### config.mk
export PLATFORM = sky130hd
export DESIGN_NAME = keypad_combination_lock_flat
export DESIGN_NICKNAME = d
export VERILOG_FILES = /design/src/sv/kcl_pkg.sv /design/src/sv/kcl_if.sv /design/src/sv/kcl_in_stage.sv /design/src/sv/kcl_core.sv /design/src/sv/keypad_combination_lock.sv /design/src/flat_wrapper.sv
export SDC_FILE = /design/constraint.sdc
export NUM_CORES = 1
export LEC_CHECK = 0
export ABC_AREA = 0
export BUFFER_PORTS_ARGS = -buffer_cell sky130_fd_sc_hd__buf_2
export CAP_MARGIN = 20
export CORE_MARGIN = 5
export CORE_UTILIZATION = 45
export DETAILED_ROUTE_END_ITERATION = 7
export SYNTH_ARGS = -nofsm -noshare
export SYNTH_HDL_FRONTEND = slang
export SYNTH_SLANG_ARGS = --single-unit
### constraint.sdc
create_clock -name clock -period 4.1 [get_ports clock]
set_clock_uncertainty 0.15 [all_clocks]
set_input_delay 0.615 -clock clock [delete_from_list [all_inputs] [get_ports clock]]
set_output_delay 0.615 -clock clock [all_outputs]
set_load 0.01 [all_outputs]
### src/sv/kcl_pkg.sv
// Package for the keypad combination lock.
// Holds key codes, field widths and the transaction type shared by all files.
// No dependencies.
package kcl_pkg;

   localparam int KEY_W   = 8;
   localparam int DISP_W  = 3;
   localparam int INDEX_W = 3;

   localparam logic [KEY_W-1:0] KEY_NONE     = 8'h00;
   localparam logic [KEY_W-1:0] KEY_HASH     = 8'h23;
   localparam logic [KEY_W-1:0] KEY_STAR     = 8'h2A;
   localparam logic [KEY_W-1:0] KEY_DIGIT_ONE = 8'h31;

   localparam logic [DISP_W-1:0] DISP_LOCKED    = 3'd0;
   localparam logic [DISP_W-1:0] DISP_UNLOCKED  = 3'd1;
   localparam logic [DISP_W-1:0] DISP_REPROGRAM = 3'd5;

   typedef struct packed {
      logic [KEY_W-1:0] key;
      logic             button;
   } kcl_item_type;

endpackage

### src/sv/kcl_if.sv
// Valid/ready channel interfaces for the keypad combination lock.
// Depends on kcl_pkg for the field widths.
interface kcl_req_if
   import kcl_pkg::*;
();
   logic             valid;
   logic             ready;
   logic [KEY_W-1:0] key;
   logic             button;

   modport source (output valid, output key, output button, input ready);
   modport sink   (input valid, input key, input button, output ready);
endinterface

interface kcl_rsp_if
   import kcl_pkg::*;
();
   logic              valid;
   logic              ready;
   logic [DISP_W-1:0] display;
   logic              locked;

   modport source (output valid, output display, output locked, input ready);
   modport sink   (input valid, input display, input locked, output ready);
endinterface

### src/sv/kcl_in_stage.sv
// Input register stage of the keypad combination lock.
// Depends on kcl_pkg and the kcl_req_if interface.
module kcl_in_stage
   import kcl_pkg::*;
(
   input  logic          clock,
   input  logic          reset,
   kcl_req_if.sink       req_chan,
   input  logic          take,
   output logic          item_valid,
   output kcl_item_type  item
);

   logic         valid_ff;
   logic         valid_in;
   kcl_item_type item_ff;
   logic         load;

   assign req_chan.ready = !valid_ff || take;
   assign load           = req_chan.valid && req_chan.ready;
   assign valid_in       = load || (valid_ff && !take);

   always_ff @(posedge clock) begin
      if (reset) begin
         valid_ff <= 1'b0;
      end else begin
         valid_ff <= valid_in;
      end
   end

   always_ff @(posedge clock) begin
      if (load) begin
         item_ff.key    <= req_chan.key;
         item_ff.button <= req_chan.button;
      end
   end

   assign item_valid = valid_ff;
   assign item       = item_ff;

endmodule

### src/sv/kcl_core.sv
// Lock state machine, code store and result register of the keypad combination lock.
// Depends on kcl_pkg and the kcl_rsp_if interface.
module kcl_core
   import kcl_pkg::*;
#(
   parameter int CODE_LENGTH = 5
) (
   input  logic          clock,
   input  logic          reset,
   input  logic          item_valid,
   input  kcl_item_type  item,
   output logic          take,
   kcl_rsp_if.source     rsp_chan
);

   localparam int IDX_W = $clog2(CODE_LENGTH);
   localparam logic [INDEX_W-1:0] LAST = INDEX_W'(CODE_LENGTH);

   localparam logic [3:0] ST_START   = 4'd0;
   localparam logic [3:0] ST_WAIT    = 4'd1;
   localparam logic [3:0] ST_INPUT   = 4'd2;
   localparam logic [3:0] ST_HOLD    = 4'd3;
   localparam logic [3:0] ST_UNLOCK  = 4'd4;
   localparam logic [3:0] ST_WAITB   = 4'd5;
   localparam logic [3:0] ST_RESET   = 4'd6;
   localparam logic [3:0] ST_NEWCOMB = 4'd7;
   localparam logic [3:0] ST_HOLDNEW = 4'd8;

   logic [3:0]                        state_ff, state_in;
   logic [INDEX_W-1:0]                index_ff, index_in;
   logic                              locked_ff, locked_in;
   logic [DISP_W-1:0]                 display_ff, display_in;
   logic [CODE_LENGTH-1:0][KEY_W-1:0] code_ff;
   logic                              code_we;
   logic                              rsp_valid_ff, rsp_valid_in;
   logic [DISP_W-1:0]                 rsp_display_ff;
   logic                              rsp_locked_ff;
   logic                              fire;
   logic                              in_range;
   logic                              match;
   logic [INDEX_W-1:0]                index_inc;
   logic                              key_none;

   assign take     = item_valid && (!rsp_valid_ff || rsp_chan.ready);
   assign fire     = take;
   assign key_none = (item.key == KEY_NONE);
   assign in_range = (index_ff < LAST);
   assign match    = in_range && (item.key == code_ff[index_ff[IDX_W-1:0]]);
   assign index_inc = index_ff + 3'd1;

   always_comb begin
      state_in   = state_ff;
      index_in   = index_ff;
      locked_in  = locked_ff;
      display_in = display_ff;
      code_we    = 1'b0;
      case (state_ff)
         ST_START: begin
            index_in   = '0;
            locked_in  = 1'b0;
            display_in = DISP_UNLOCKED;
            state_in   = ST_WAIT;
         end
         ST_WAIT: begin
            if (item.key == KEY_HASH) begin
               index_in = '0;
               state_in = ST_HOLD;
            end else if (item.button && !locked_ff) begin
               state_in   = ST_WAITB;
               display_in = DISP_LOCKED;
               locked_in  = 1'b1;
            end else if (item.button && item.key == KEY_STAR) begin
               state_in   = ST_RESET;
               index_in   = '0;
               display_in = DISP_REPROGRAM;
            end
         end
         ST_INPUT: begin
            if (match) begin
               index_in = index_inc;
               if (index_inc < LAST) begin
                  state_in = ST_HOLD;
               end else begin
                  state_in   = ST_UNLOCK;
                  display_in = DISP_UNLOCKED;
                  locked_in  = 1'b0;
               end
            end else if (!key_none) begin
               display_in = DISP_LOCKED;
               state_in   = ST_WAIT;
            end
         end
         ST_HOLD: begin
            if (key_none) begin
               state_in = ST_INPUT;
            end
         end
         ST_WAITB: begin
            if (!item.button) begin
               state_in = ST_WAIT;
            end
         end
         ST_UNLOCK: begin
            state_in = ST_WAIT;
         end
         ST_RESET: begin
            if (!item.button && key_none) begin
               state_in = ST_NEWCOMB;
            end
         end
         ST_NEWCOMB: begin
            if (in_range) begin
               if (!key_none) begin
                  code_we    = 1'b1;
                  index_in   = index_inc;
                  display_in = index_inc;
                  state_in   = ST_HOLDNEW;
               end
            end else begin
               state_in   = ST_WAIT;
               display_in = DISP_LOCKED;
            end
         end
         ST_HOLDNEW: begin
            if (key_none) begin
               state_in = ST_NEWCOMB;
            end
         end
         default: begin
            state_in = ST_START;
         end
      endcase
   end

   assign rsp_valid_in = fire || (rsp_valid_ff && !rsp_chan.ready);

   always_ff @(posedge clock) begin
      if (reset) begin
         state_ff     <= ST_START;
         index_ff     <= '0;
         locked_ff    <= 1'b0;
         display_ff   <= DISP_LOCKED;
         rsp_valid_ff <= 1'b0;
         for (int i = 0; i < CODE_LENGTH; i++) begin
            code_ff[i] <= KEY_DIGIT_ONE + KEY_W'(i);
         end
      end else begin
         rsp_valid_ff <= rsp_valid_in;
         if (fire) begin
            state_ff   <= state_in;
            index_ff   <= index_in;
            locked_ff  <= locked_in;
            display_ff <= display_in;
            if (code_we) begin
               code_ff[index_ff[IDX_W-1:0]] <= item.key;
            end
         end
      end
   end

   always_ff @(posedge clock) begin
      if (fire) begin
         rsp_display_ff <= display_in;
         rsp_locked_ff  <= locked_in;
      end
   end

   assign rsp_chan.valid   = rsp_valid_ff;
   assign rsp_chan.display = rsp_display_ff;
   assign rsp_chan.locked  = rsp_locked_ff;

   a_index_bound: assert property (@(posedge clock) disable iff (reset)
      index_ff <= LAST)
      else $error("Digit index has run past the code length.");

   a_unlock_returns: assert property (@(posedge clock) disable iff (reset)
      (fire && state_ff == ST_UNLOCK) |=> (state_ff == ST_WAIT))
      else $error("Unlock state did not return to waiting.");

   a_locked_matches: assert property (@(posedge clock) disable iff (reset)
      rsp_valid_ff |-> (rsp_locked_ff == locked_ff))
      else $error("Pending result disagrees with the locked flag.");

   a_count_shown: assert property (@(posedge clock) disable iff (reset)
      (rsp_valid_ff && state_ff == ST_HOLDNEW) |-> (rsp_display_ff == index_ff))
      else $error("Reprogramming count not shown on the display.");

   a_code_stable: assert property (@(posedge clock) disable iff (reset)
      !(fire && state_ff == ST_NEWCOMB) |=> $stable(code_ff))
      else $error("Code store changed outside reprogramming.");

endmodule

### src/sv/keypad_combination_lock.sv
// Keypad combination lock: one keypad scan transaction in, one result transaction out.
// An accepted transaction passes through the input register, then the result register.
// Throughput is one transaction per cycle; a held result stalls input only when both
// registers are full.
// Synchronous reset clears the state machine and flags and reloads the code with '1' upwards.
// Depends on kcl_pkg, kcl_if, kcl_in_stage and kcl_core.
module keypad_combination_lock
   import kcl_pkg::*;
#(
   parameter int CODE_LENGTH = 5
) (
   input  logic      clock,
   input  logic      reset,
   kcl_req_if.sink   req_chan,
   kcl_rsp_if.source rsp_chan
);

   logic         take;
   logic         item_valid;
   kcl_item_type item;

   kcl_in_stage u_in_stage (
      .clock      (clock),
      .reset      (reset),
      .req_chan   (req_chan),
      .take       (take),
      .item_valid (item_valid),
      .item       (item)
   );

   kcl_core #(
      .CODE_LENGTH (CODE_LENGTH)
   ) u_core (
      .clock      (clock),
      .reset      (reset),
      .item_valid (item_valid),
      .item       (item),
      .take       (take),
      .rsp_chan   (rsp_chan)
   );

endmodule

### src/flat_wrapper.sv
// flat-port wrapper written by rule: the top's interface ports become plain ports
module keypad_combination_lock_flat import kcl_pkg::*;
#(
   parameter int CODE_LENGTH = 5
)
  (clock, reset, req_chan_valid, req_chan_key, req_chan_button, req_chan_ready, rsp_chan_valid, rsp_chan_display, rsp_chan_locked, rsp_chan_ready);
  kcl_req_if req_chan_i ();
  kcl_rsp_if rsp_chan_i ();
  input  logic clock;
  input  logic reset;
  input wire logic [$bits(req_chan_i.valid)-1:0] req_chan_valid;
  input wire logic [$bits(req_chan_i.key)-1:0] req_chan_key;
  input wire logic [$bits(req_chan_i.button)-1:0] req_chan_button;
  output wire logic [$bits(req_chan_i.ready)-1:0] req_chan_ready;
  output wire logic [$bits(rsp_chan_i.valid)-1:0] rsp_chan_valid;
  output wire logic [$bits(rsp_chan_i.display)-1:0] rsp_chan_display;
  output wire logic [$bits(rsp_chan_i.locked)-1:0] rsp_chan_locked;
  input wire logic [$bits(rsp_chan_i.ready)-1:0] rsp_chan_ready;
  assign req_chan_i.valid = req_chan_valid;
  assign req_chan_i.key = req_chan_key;
  assign req_chan_i.button = req_chan_button;
  assign req_chan_ready = req_chan_i.ready;
  assign rsp_chan_valid = rsp_chan_i.valid;
  assign rsp_chan_display = rsp_chan_i.display;
  assign rsp_chan_locked = rsp_chan_i.locked;
  assign rsp_chan_i.ready = rsp_chan_ready;
  keypad_combination_lock #(.CODE_LENGTH(CODE_LENGTH)) u_core (.clock(clock), .reset(reset), .req_chan(req_chan_i), .rsp_chan(rsp_chan_i));
endmodule
# Word level (Yosys, flattened, before mapping)
# Cells that the tools add are included.
# classes
add_sub_neg,1
eq_ne,23
n_reduce_logical,26
n_mux,42
n_lt_le_gt_ge,4
# op_table
operator,count
2-to-1 mux 3 bit,15
2-to-1 mux 4 bit,11
bitwise mux 40 bit,1
one-hot mux 4 bit (8 select lines),1
binary-select mux 8 bit (select 3 bit),1
demux 8 bit (select 3 bit),1
one-hot mux 3 bit (4 select lines),2
equality test 4 x 3 -> 1 bit (second input constant),4
equality test 8 x 6 -> 1 bit (second input constant),2
2-to-1 mux 8 bit,2
!= test 2 bit (second input constant),7
!= test 3 bit (second input constant),4
logical AND 1 bit,9
equality test 4 x 2 -> 1 bit (second input constant),2
equality test 8 bit,1
logical NOT 8 bit,1
AND reduction 8 bit,1
2-to-1 mux 1 bit,7
AND reduction 7 bit,1
logical NOT 1 bit,6
< comparator 3 bit (second input constant),2
equality test 4 x 1 -> 1 bit (second input constant),1
equality test 4 bit (second input constant),1
logical NOT 4 bit,1
9 further kinds,12
# word_totals
word_cells,111
regBits,66

# Depth between registers and ports, before layout
# logic_depth
word_depth,6
depth_mapped,10
depth_no_buf,7

# Hierarchy
# From an unflattened synthesis, not the netlist that was laid out.
# unflattened
cells_unflattened,362
hier_area_um2,3530.9
# modules_own_cells
module,seq_area_each_um2,cells_per_inst,area_per_inst_um2,n_inst
kcl_core,1161.1,348,3205.6,1
kcl_in_stage,290.3,14,325.3,1

# Least setup slack after synthesis
# Ideal clock, no wire load.
# synth_timing
kind,register to register
startpoint,register u_core.u_core.index_ff[1]
endpoint,"register u_core.u_core.rsp_display_ff[1] (netlist: u_core.u_core.rsp_chan.display[1]), data pin"
path_stages_with_launch,9
setup_time_ps,279
n_path_buf,1
slack_ps,1083
arrival_time_ps,2589
required_time_ps,3671
cell_sequence,dfxtp_1 buf_2 mux2_2 a22o_1 or3_1 a2111o_1 or4b_4 o211ai_1 a41oi_1
# synth_between
elab_chain_len,6
elab_cells_between_ends,12
classes_between,add/sub (1); order compare (2); eq/ne (1); mux (7); reduce/logical (1)
# synth_lines
element,line,text
from (decl),kcl_core.sv:30,"logic [INDEX_W-1:0] index_ff, index_in;"
from (signal assigned),kcl_core.sv:151,index_ff <= index_in;
branches (longest 5 deep; another with adder 3 x 1 -> 3 bit),n/a,
one-hot mux 3 bit (4 select lines) *,kcl_core.sv:57,case (state_ff)
named net u_core.u_core.display_in[1],kcl_core.sv:32,"logic [DISP_W-1:0] display_ff, display_in;"
to (signal assigned),kcl_core.sv:163,rsp_display_ff <= display_in;
to (decl),kcl_core.sv:36,logic [DISP_W-1:0] rsp_display_ff;
# Mark *: on every way through the listed nets, which the timed path passes. The select of a mux whose other input is x is not followed.
# A chain may end at the register's enable or synchronous reset.

# Worst setup path after layout
# Same ends and word-level chain as after synthesis.

==> flow_summary_export.csv <==
group,metric,value,unit
worst_setup_path,critical_path_required,4.02,ns
worst_setup_path,worstPathMaxFanout,16,
sta,relSlewSlack,35.9,%
detailed_routing,route.detailed.drc,0,
worst_setup_path,arrival,3.37,ns
global_route,use_met3,2.71,%
sta,hold_viol_final,0,
yosys,ys_types,62,
sta,worst_slack,0.647,ns
place,postPlaceCellArea,3620,um2
power_and_ir_drop,p_leak,1.46,nW
floorplanning,ios,19,
clock_tree,h-tree-depth,3,
yosys,async_flop_share,0,%
layout,fin_util,50.1,%
yosys,syn_avg_cell_area,8.98,um2
global_route,grt_pass1_wl,14.1,mm
status,status,"finished clean",
layout,layout_commonest_cell,"dfxtp_1",
clock_tree,cts_hold_buf,0,
detailed_routing,route.vias.total,2909,
global_route,grt.overflow.total,0,
power_and_ir_drop,powerDensity,361,nW/um2
global_route,grt_util_met1,24.8,%
yosys,yosysSeqAreaShare,41.6,%
sta,grt_setup_unrepaired,"no",
sta,whs,0.283,ns
layout,final_area,3830,um2
global_route,busiest_layer,"met2",
yosys,postSynthCellCount,389,
yosys,ys.flop_type,"dfxtp_1",
floorplanning,die_h,98.1,um
worst_setup_path,endpoint_kind,"register",
power_and_ir_drop,power,1.38,mW
layout,instances_no_fill,500,
layout,final_nets,407,
hold_path,hp-class,"in2reg",
worst_setup_path,ff2ff_setup_slack,0.65,ns
floorplanning,dieArea,9620,um2
layout,drive_above_1_share,13.3,%
floorplanning,fp.dieW,98.1,um
yosys,synth_area,3490,um2
clock_tree,clockRootBuffer,"clkbuf_8",
power_and_ir_drop,ir_drop,0.000246,V
floorplanning,core_area,7650,um2
global_route,use_met2,28.7,%
place,place_ws,0.675,ns
yosys,synth_seq_cells,66,
global_route,grt_pass1_vias,2817,
sta,fin_crit_sh,84.2,%
clock_tree,clk_pin_slew,0.08,ns
place,numPortBuffers,18,
sta,setup-violations-final,0,
floorplanning,num_rows,32,
global_route,antenna_found_initial,0,
detailed_routing,drtAntennaViolNets,0,
place,placed_cells,484,
yosys,synth_fp_nets,403,
detailed_routing,wl,8.43,mm
sta,max_freq,0.290,GHz
worst_setup_path,start_kind,"register",
detailed_routing,viasPerCell,5.82,
place,hpwl,6.04,mm
clock_tree,cts_inserted_buffers,9,
detailed_routing,dr.pass1.iters,5,
global_route,groute.usage.overall,18.2,%
floorplanning,start_util,45.7,%
global_route,grt_start_max_net_pins,37,
layout,final_cell_mix,"dfxtp_1, nand2_1, nor2_1",
layout,area_growth,9.71,%
clock_tree,cts-resized-gates,0,
clock_tree,cts.path.max_buffers,2,
worst_setup_path,critPathKind,"reg2reg",
flow_run,cap_violations,0,
detailed_routing,drtIter0Drc,178,
layout,n_antenna_cell,0,
yosys,synth_edf_count,13,
clock_tree,cts_tree,"built",
yosys,ys.warnings.count,0,
sta,period_needed,3.45,ns
sta,finalMaxSlewViolations,0,
sta,tightest_slew,0.955,ns
layout,n_fill_cell,727,
place,gp_congestion,0.941,
clock_tree,clkSinkCount,66,
detailed_routing,post_drt_wl_per_cell,16.9,um
clock_tree,clkLatencyLatePin,0.35,ns
sta,setup_tns,0,ns
clock_tree,post-cts-setup-buffer-count,0,
## report_power, final
group	switching (mW)	internal, mW
registers	0.0267	0.675
clock network	0.262	0.320
logic	0.0603	0.0399
## synthesized netlist by cell type (all sizes together) (2+ instances only)
library cell / count / area [um2]
edfxtp: 13 / 390
buf: 6 / 36.3
a32o: 2 / 20.0
nor3: 6 / 41.3
nor4b: 2 / 17.5
o31ai: 2 / 15.0
clkbuf: 23 / 86.3
inv: 11 / 41.3
a31oi: 6 / 37.5
nor3b: 2 / 20.0
nand3: 3 / 15.0
mux2i: 32 / 320
mux4: 2 / 48.8
nor2b: 12 / 75.1
o311a: 2 / 20.0
a21o: 2 / 15.0
xnor2: 6 / 52.6
o311ai: 2 / 17.5
nor4: 2 / 12.5
and3: 3 / 18.8
nor2: 35 / 131
mux2: 9 / 105
a22oi: 3 / 22.5
dfxtp: 53 / 1060
and2: 5 / 31.3
or3: 4 / 25.0
o211ai: 12 / 90.1
a311oi: 3 / 26.3
nand2b: 5 / 31.3
or4b: 2 / 23.8
nand4: 2 / 12.5
nand2: 52 / 195
a222oi: 2 / 20.0
a211oi: 8 / 60.1
o21ai: 10 / 50.1
or4: 4 / 30.0
or2: 2 / 12.5
a21oi: 22 / 110
## registers in the layout (all words and copies together) (netlist names)
| signal | count |
|---|---|
| u_core.u_core.code_ff | 40 |
| u_core.u_in_stage.item | 9 |
| u_core.u_core.state_ff | 4 |
| u_core.u_core.display_ff | 3 |
| u_core.u_core.index_ff | 3 |
| u_core.u_core.rsp_chan.display | 3 |
| u_core.u_core.locked_ff | 1 |
| u_core.u_core.rsp_chan.locked | 1 |
| u_core.u_core.rsp_chan.valid | 1 |
| u_core.u_in_stage.item_valid | 1 |
## logic make-up after synthesis
family	count (synthesis)	synth area share (%)
simple gates	147	21.4
fa+ha+maj	1	0.358
flops	66	41.6
buf+inv	40	4.69
xor+xnor	7	1.76
mux	43	13.6
compound gates	85	16.7
## path summary, 6_finish.rpt
kind                                                start                           endpoint  cells past startpoint
worst max-delay path            u_core.u_core.index_ff[1]  u_core.u_core.rsp_chan.display[1]                      8
worst min-delay path                      req_chan_key[3]          u_core.u_in_stage.item[4]                      1
worst min register to register   u_core.u_core.code_ff[6]           u_core.u_core.code_ff[6]                      2
worst max register to register  u_core.u_core.index_ff[1]  u_core.u_core.rsp_chan.display[1]                      8
## layout make-up
| type | instances | area, um2 | share of cell area (%) |
|---|---|---|---|
| Clock buffer | 11 | 153 | 3.98 |
| Multi-Input combinational cell | 283 | 1880 | 49.0 |
| Tap cell | 102 | 128 | 3.33 |
| Clock inverter | 5 | 61.3 | 1.60 |
| Inverter | 11 | 41.3 | 1.08 |
| Timing Repair Buffer | 22 | 120 | 3.14 |
| Sequential cell | 66 | 1450 | 37.9 |
## metal layers
layer	routed length, um	vias up	part of all wire (%)
met4	210	0	2.5
met2	3870	83	46
met5	0	-	0
met3	440	16	5.2
li1	-	1429	-
met1	3910	1381	46
## worst max-delay path: stages (launching register included)
cell      delay [ns]
dfxtp_1         0.71
buf_4           0.28
mux2_2          0.34
a222oi_1        0.26
xnor2_1         0.14
a2111o_1        0.41
or4b_4          0.58
o211ai_1        0.15
a41oi_1         0.15
Note: power is estimated with default switching activity, not from simulation.
